$ cat config.mk
export PLATFORM = sky130hd
export DESIGN_NAME = frc_sq
export DESIGN_NICKNAME = d
export VERILOG_FILES = /design/src/rtl/core/frc_pkg.sv /design/src/rtl/core/frc_sq.sv
export SDC_FILE = /design/constraint.sdc
export NUM_CORES = 1
export LEC_CHECK = 0
export ABC_CLOCK_PERIOD_IN_PS = 7100
export BUFFER_PORTS_ARGS = -buffer_cell sky130_fd_sc_hd__buf_2
export CORE_MARGIN = 2
export CORE_UTILIZATION = 65
export CTS_CLUSTER_DIAMETER = 80
export DETAILED_ROUTE_END_ITERATION = 10
export HOLD_SLACK_MARGIN = 0.1
export PLACE_DENSITY_LB_ADDON = 0.1
export SYNTH_ARGS = -nofsm -noshare
export SYNTH_HDL_FRONTEND = slang
export SYNTH_SLANG_ARGS = --single-unit
$ cat constraint.sdc
create_clock -name clk -period 7.1 [get_ports clk]
set_clock_uncertainty 0.15 [all_clocks]
set_input_delay 0.355 -clock clk [delete_from_list [all_inputs] [get_ports clk]]
set_output_delay 0.355 -clock clk [all_outputs]
set_load 0.1 [all_outputs]
$ cat src/rtl/core/frc_pkg.sv
// Shared types and constants for the filled-circle raster engine.
`timescale 1ns / 1ps
`default_nettype none

package frc_pkg;

  // Built framebuffer size defaults
  localparam int DEF_MAX_WIDTH  = 64;
  localparam int DEF_MAX_HEIGHT = 64;

  // Configuration port
  localparam int CFG_IDX_W = 2;
  localparam int CFG_DATA_W = 7;
  localparam logic [CFG_IDX_W-1:0] REG_IMAGE_WIDTH  = 2'd0;
  localparam logic [CFG_IDX_W-1:0] REG_IMAGE_HEIGHT = 2'd1;
  localparam logic [CFG_DATA_W-1:0] RESET_DIM = 7'd64;

  // Command codes
  localparam logic OP_DRAW = 1'b0;
  localparam logic OP_READ = 1'b1;

  // Datapath widths
  localparam int COORD_W  = 11;  // signed box coordinates
  localparam int SQ_IN_W  = 9;   // signed offset fed to the squarer
  localparam int SQ_W     = 17;  // squared offset
  localparam int PIXEL_W  = 32;

  typedef enum logic [3:0] {
    ST_CLEAR,
    ST_IDLE,
    ST_RD_ADDR,
    ST_RD_DATA,
    ST_SETUP,
    ST_RADIUS,
    ST_ROW,
    ST_DY,
    ST_SCAN,
    ST_FLUSH,
    ST_RESP
  } state_t;

endpackage

`default_nettype wire

$ cat src/rtl/core/frc_sq.sv
// Shared squaring unit with registered result.
`timescale 1ns / 1ps
`default_nettype none

module frc_sq (
  input  wire logic                                clk,
  input  wire logic signed [frc_pkg::SQ_IN_W-1:0]  d,
  output logic             [frc_pkg::SQ_W-1:0]     sq
);

  logic signed [2*frc_pkg::SQ_IN_W-1:0] prod;

  // Square the offset; the result is never negative
  assign prod = d * d;

  always_ff @(posedge clk) begin
    sq <= prod[frc_pkg::SQ_W-1:0];
  end

endmodule

`default_nettype wire

==> metrics.yaml, run 1 <==
run_status:
  status: "finished clean"
route:
  antenna_left: 0
  dr.pass1.iters: 4
  drc: 0
  drtIter0Drc: 61
  routed_wl_um: 5200
  vias: 1977
  wire_per_inst_um: 13.7
  via_per_inst: 5.20
min_path:
  whs_path_depth: 1
  hold_end: "sq[0]"
  hp-start: "d[0]"
  min_path_type: "input pin to flop"
critical_path:
  crit_top_cell: "fa_1"
  worst-path-buf-inv: 2
  cp_max_fo: 18
  crit_family: "adder cells"
  critical_path_class: "input pin to flop"
  critPathArrivalTime_ns: 4.87
  timing.critical_path.cells: "buf_2 -> nand2_1 -> fa_1 -> inv_1 -> fa_1 -> fa_1 -> fa_1 -> fa_1 -> ha_1 -> a21o_1 -> a21oi_4 -> a21boi_1 -> or4_1 -> nand3_1"
  critPathSlowestCell: "fa_1"
  crit_path_start_kind: "input pin"
  cp-end-kind: "flop"
  max_stage_delay_ns: 0.57
  critPathRequiredTime_ns: 7.14
floorplanning:
  start_util_pct: 67.0
  ios: 27
  die_area_mm2: 0.00501
  die_y_um: 70.8
  die_w_um: 70.8
  fp-row-count: 24
  core-area_mm2: 0.00432
placement:
  dp_hpwl_um: 4600
  place_congestion: 0.836
  io_buffers: 25
synthesis:
  ys_warn_count: 0
  ys_types: 34
  synth_fp_nets: 407
  synth_area_mm2: 0.00290
  ys_seq_area_share_pct: 11.1
  synth_ff_type: "dfxtp_1"
  synth-edff-count: 0
  syn-instance-count: 306
  postSynthAreaPerCell_um2: 9.47
  ys_ff_latch: 16
  synth-async-reset-ratio_pct: 0
final_layout:
  area_growth_pct: 7.34
  regMostFlops: "sq"
  reg_top3: "sq (16)"
  diodes: 0
  largest_reg_flops: 16
  drive_gt1_share_pct: 11.0
  final_nets: 430
sta:
  rsz0062_at_grt: "no"
  hold_violations: 0
  finalSetupViolCount: 0
  fmax_ghz: 0.207
  finalCritPeriodShare_pct: 68.0
  setup_tns_ns: 0
  min_period_ns: 4.83
  maxSlewViolCount: 0
global_route:
  grt_use_total_pct: 23.3
  grt_pass1_wl_um: 9270
  grt_max_degree: 19
  antenna_found_initial: 0
  overflow: 0
  grt_pass1_vias: 2077
clock_tree:
  clockRootBuffer: "clkbuf_8"
  cts_buffers: 3
  cts_buffer_depth: 2
  cts_max_level: 1
  cts_hold_buf: 0
  clock_sinks: 16
  cts_tree: "done"
  clk_pin_slew_ns: 0.07
  cts_setup_buffers: 0
  cts_resized: 0
flow_run:
  drv_cap: 0
[layout by cell type (no fill, tap or decap), drive strengths merged, types with 2 or more instances in the layout]
master / synthesis / routed
nand3: 2 / 2
nor3: 2 / 2
a21o: 3 / 3
nand2: 27 / 27
a21oi: 9 / 9
buf: 3 / 25
nand2b: 2 / 2
nand4: 2 / 2
ha: 35 / 35
clkbuf: 4 / 4
xor2: 4 / 4
and2: 9 / 9
nor2b: 8 / 8
o21a: 2 / 2
fa: 56 / 56
xnor2: 14 / 14
o21ai: 4 / 4
nor2: 14 / 14
inv: 80 / 80
dfxtp: 16 / 16
[through the flow]
step / cells / utilization, % / hold slack [ns] / setup WS [ns] / area (um2)
6_report: 380 / 71.9 / 0.220 / 2.27 / 3110
3_5_place_dp: 376 / 70.6 / 0.477 / 2.00 / 3050
3_3_place_gp: 376 / 70.6 / 0.477 / 2.11 / 3050
5_1_grt: 380 / 71.9 / 0.224 / 2.01 / 3110
4_1_cts: 380 / 71.9 / 0.216 / 2.27 / 3110
2_1_floorplan: 306 / - / 0.233 / 2.26 / 2900
[kinds of logic after synthesis]
kind of cell	share of synthesized area, %
adders and majority gates	53.8
AOI/OAI and AO/OA	6.13
DFF	11.1
muxes	0.389
and+or+nand+nor	11.5
xor gates and xnor gates	5.44
other	0.129
buffers and inverters	11.5
[synthesized netlist by cell type, types with 2 or more instances]
cell / number / area [um2]
clkbuf_1: 4 / 15.0
nor3_1: 2 / 10.0
nor2_1: 14 / 52.6
o21ai_0: 3 / 15.0
a21o_1: 3 / 22.5
inv_1: 80 / 300
dfxtp_1: 16 / 320
fa_1: 56 / 1120
ha_1: 35 / 438
a21oi_1: 7 / 35.0
o21a_1: 2 / 15.0
nand4_1: 2 / 12.5
xnor2_1: 14 / 123
xor2_1: 4 / 35.0
nand2_1: 27 / 101
nor2b_1: 8 / 50.1
nand2b_1: 2 / 12.5
nand3_1: 2 / 10.0
buf_2: 2 / 10.0
and2_1: 9 / 56.3
[worst max path at each step]
| stage | from | end | slack, ns | cells past startpoint |
|---|---|---|---|---|
| floorplan | d[8] | sq[12] | 2.26 | 14 |
| global placement | d[8] | sq[12] | 2.11 | 14 |
| detailed placement | d[8] | sq[12] | 2.00 | 14 |
| CTS | d[8] | sq[12] | 2.27 | 14 |
| global route | d[8] | sq[12] | 2.01 | 14 |
| finish | d[8] | sq[12] | 2.27 | 14 |
[layer usage]
metal | vias up | routed length (um) | GRT usage [%]
li1 | 955 | - | -
met1 | 980 | 2120 | 31.7
met2 | 38 | 2880 | 41.3
met3 | 4 | 173 | 2.99
met4 | 0 | 36 | 3.35
met5 | - | 0 | 0
[final cells by class]
cell class / count / area, um2
clock buffer: 4 / 55.1
fill: 359 / 1210
inverter: 80 / 300
multi-input combinational: 203 / 2240
sequential: 16 / 320
tap: 52 / 65.1
timing repair buffer: 25 / 125
Power of run 1 is left out: the tool's default activity adds up to more than one toggle a clock period on the data nets, which glitch-free logic cannot reach.
==> run 2, diff against run 1 <==
--- a/config.mk
+++ b/config.mk
@@ -5,10 +5,10 @@
 export SDC_FILE = /design/constraint.sdc
 export NUM_CORES = 1
 export LEC_CHECK = 0
-export ABC_CLOCK_PERIOD_IN_PS = 7100
+export ABC_CLOCK_PERIOD_IN_PS = 4250
 export BUFFER_PORTS_ARGS = -buffer_cell sky130_fd_sc_hd__buf_2
 export CORE_MARGIN = 2
-export CORE_UTILIZATION = 65
+export CORE_UTILIZATION = 55
 export CTS_CLUSTER_DIAMETER = 80
 export DETAILED_ROUTE_END_ITERATION = 10
 export HOLD_SLACK_MARGIN = 0.1
==> constraint.sdc (replaced) <==
create_clock -name clk -period 4.25 [get_ports clk]
set_clock_uncertainty 0.15 [all_clocks]
set_input_delay 0.2125 -clock clk [delete_from_list [all_inputs] [get_ports clk]]
set_output_delay 0.2125 -clock clk [all_outputs]
set_load 0.1 [all_outputs]
==> run 2 against run 1 <==
Worst setup slack worse by 2.3 ns. Die area up 17%. Hold slack worse by 0.090 ns. Count of clock-buffer cells in the layout stayed put. Utilization is 1.4 points higher. Critical path depth increased by 1. Global-route usage decreased by 2.0 points. Design area grew 20%. First-iteration DRC count is 18% lower. Critical path type unchanged. Highest routed layer unchanged.
==> metrics.yaml, run 2 (same netlist as run 1, synthesis figures left out) <==
final_layout:
  area_growth_pct: 29.3
  final_cell_mix: "inv_1, buf_4, fa_1"
  diodes: 0  # unchanged
  final_common_cell: "inv_1"
  final_area_mm2: 0.00375  # +20%
  final.fill_count: 399  # +11%
  drive_gt1_share_pct: 32.4  # +21 points
  final_nets: 485  # +13%
  reg_top3: "sq (16)"
  largest_reg_flops: 16  # unchanged
  regMostFlops: "sq"
route:
  wire_per_inst_um: 13.0  # -5.2%
  drc: 0  # unchanged
  dr.pass1.iters: 4  # unchanged
  drtIter0Drc: 50  # -18%
  routed_wl_um: 5880  # +13%
  via_per_inst: 4.79  # -7.8%
  antenna_left: 0  # unchanged
  vias: 2172  # +9.9%
floorplanning:
  die_area_mm2: 0.00586  # +17%
  ios: 27  # unchanged
  start_util_pct: 56.7  # -10 points
  fp-row-count: 26  # +8.3%
  die_w_um: 76.6  # +8.2%
  core-area_mm2: 0.00511  # +18%
  die_y_um: 76.6  # +8.2%
critical_path:
  cp_max_fo: 4  # -14
  crit_start: "d[7]"
  critPathRequiredTime_ns: 4.30  # -2.84 ns
  cp-end-kind: "flop"
  critPathCapture: "sq[12]"
  critPathArrivalTime_ns: 4.29  # -0.58 ns
  critical_path_class: "input pin to flop"
  crit_path_start_kind: "input pin"
clock_tree:
  cts_tree: "done"
  clock_sinks: 16  # unchanged
  clk_pin_slew_ns: 0.07  # about the same
  cts_max_level: 1  # unchanged
  cts_hold_buf: 0  # unchanged
  cts_buffer_depth: 2  # unchanged
  cts_buffers: 3  # unchanged
  clockRootBuffer: "clkbuf_8"
placement:
  place_area_mm2: 0.00350  # +15%
  dp_hpwl_um: 4940  # +7.4%
  io_buffers: 25  # unchanged
  place_congestion: 0.890  # +6.4%
sta:
  maxSlewViolCount: 0  # unchanged
  min_period_ns: 4.24
  hold_violations: 0  # unchanged
  rsz0062_at_grt: "yes"
  fmax_ghz: 0.236
  setup_tns_ns: 0  # unchanged
  finalCritPeriodShare_pct: 99.8
  finalSetupViolCount: 0  # unchanged
global_route:
  grt_pass1_wl_um: 9950  # +7.3%
  grt_use_total_pct: 21.4  # -2.0 points
  antenna_found_initial: 0  # unchanged
  overflow: 0  # unchanged
  grt_max_degree: 11  # -8
  grt_pass1_vias: 2254  # +8.5%
min_path:
  hp-start: "d[0]"
  min_path_type: "input pin to flop"
flow_run:
  drv_cap: 0  # unchanged
run_status:
  status: "finished clean"
==> run 2: changes by cell type in the layout (fill, tap and decap cells not counted), sizes merged <==
cell / delta
buf: +55
==> run 2: metrics by stage <==
stage	setup slack, ns	utilization, %	hold WS, ns	std cells
finish	0.00945	73.3	0.130	453
global route	-0.206	73.3	0.135	453
CTS	-0.0138	70.6	0.133	450
detailed placement	-0.343	68.5	0.441	444
global placement	-0.287	68.5	0.440	444
floorplan	-0.137	-	0.0902	306
==> run 2: what timing repair did <==
action / CTS / global route
gates resized for setup: 14 / 21
pin swaps: 12 / 15
setup buffers: 2 / 3
cloned: 0 / 0
setup endpoints to repair: 5 / 6
==> run 2: layout make-up <==
cell class | count | area (um2) | share of cell area [%]
clock buffer | 4 | 55.1 | 1.47
tap | 70 | 87.6 | 2.34
sequential | 16 | 320 | 8.55
multi-input combinational | 203 | 2410 | 64.5
timing repair buffer | 80 | 568 | 15.2
inverter | 80 | 300 | 8.02
==> run 2: per-layer routing <==
metal / GRT usage [%] / share of wire (%) / up-vias
met5: 0 / 0 / -
met4: 2.73 / 0.65 / 0
met3: 2.96 / 1.9 / 4
met2: 40.5 / 57 / 32
met1: 26.4 / 41 / 1078
li1: - / - / 1058
==> run 2: worst min path at each step <==
stage	to	slack (ns)	depth (start not counted)
2_1_floorplan	sq[0]	0.09	0
3_3_place_gp	sq[0]	0.44	2
3_5_place_dp	sq[0]	0.44	2
4_1_cts	sq[0]	0.13	2
5_1_grt	sq[0]	0.13	2
6_report	sq[0]	0.13	2
==> run 2: worst max-delay path, stage by stage <==
cell	delay (ns)
buf_8	0.10
and2_4	0.15
fa_1	0.53
inv_1	0.05
fa_1	0.50
inv_2	0.05
fa_1	0.54
fa_1	0.43
fa_1	0.54
ha_4	0.22
a21o_1	0.20
a21oi_4	0.18
a21boi_2	0.09
or4_1	0.40
nand3_1	0.09
Power of run 2 is left out for the same reason.
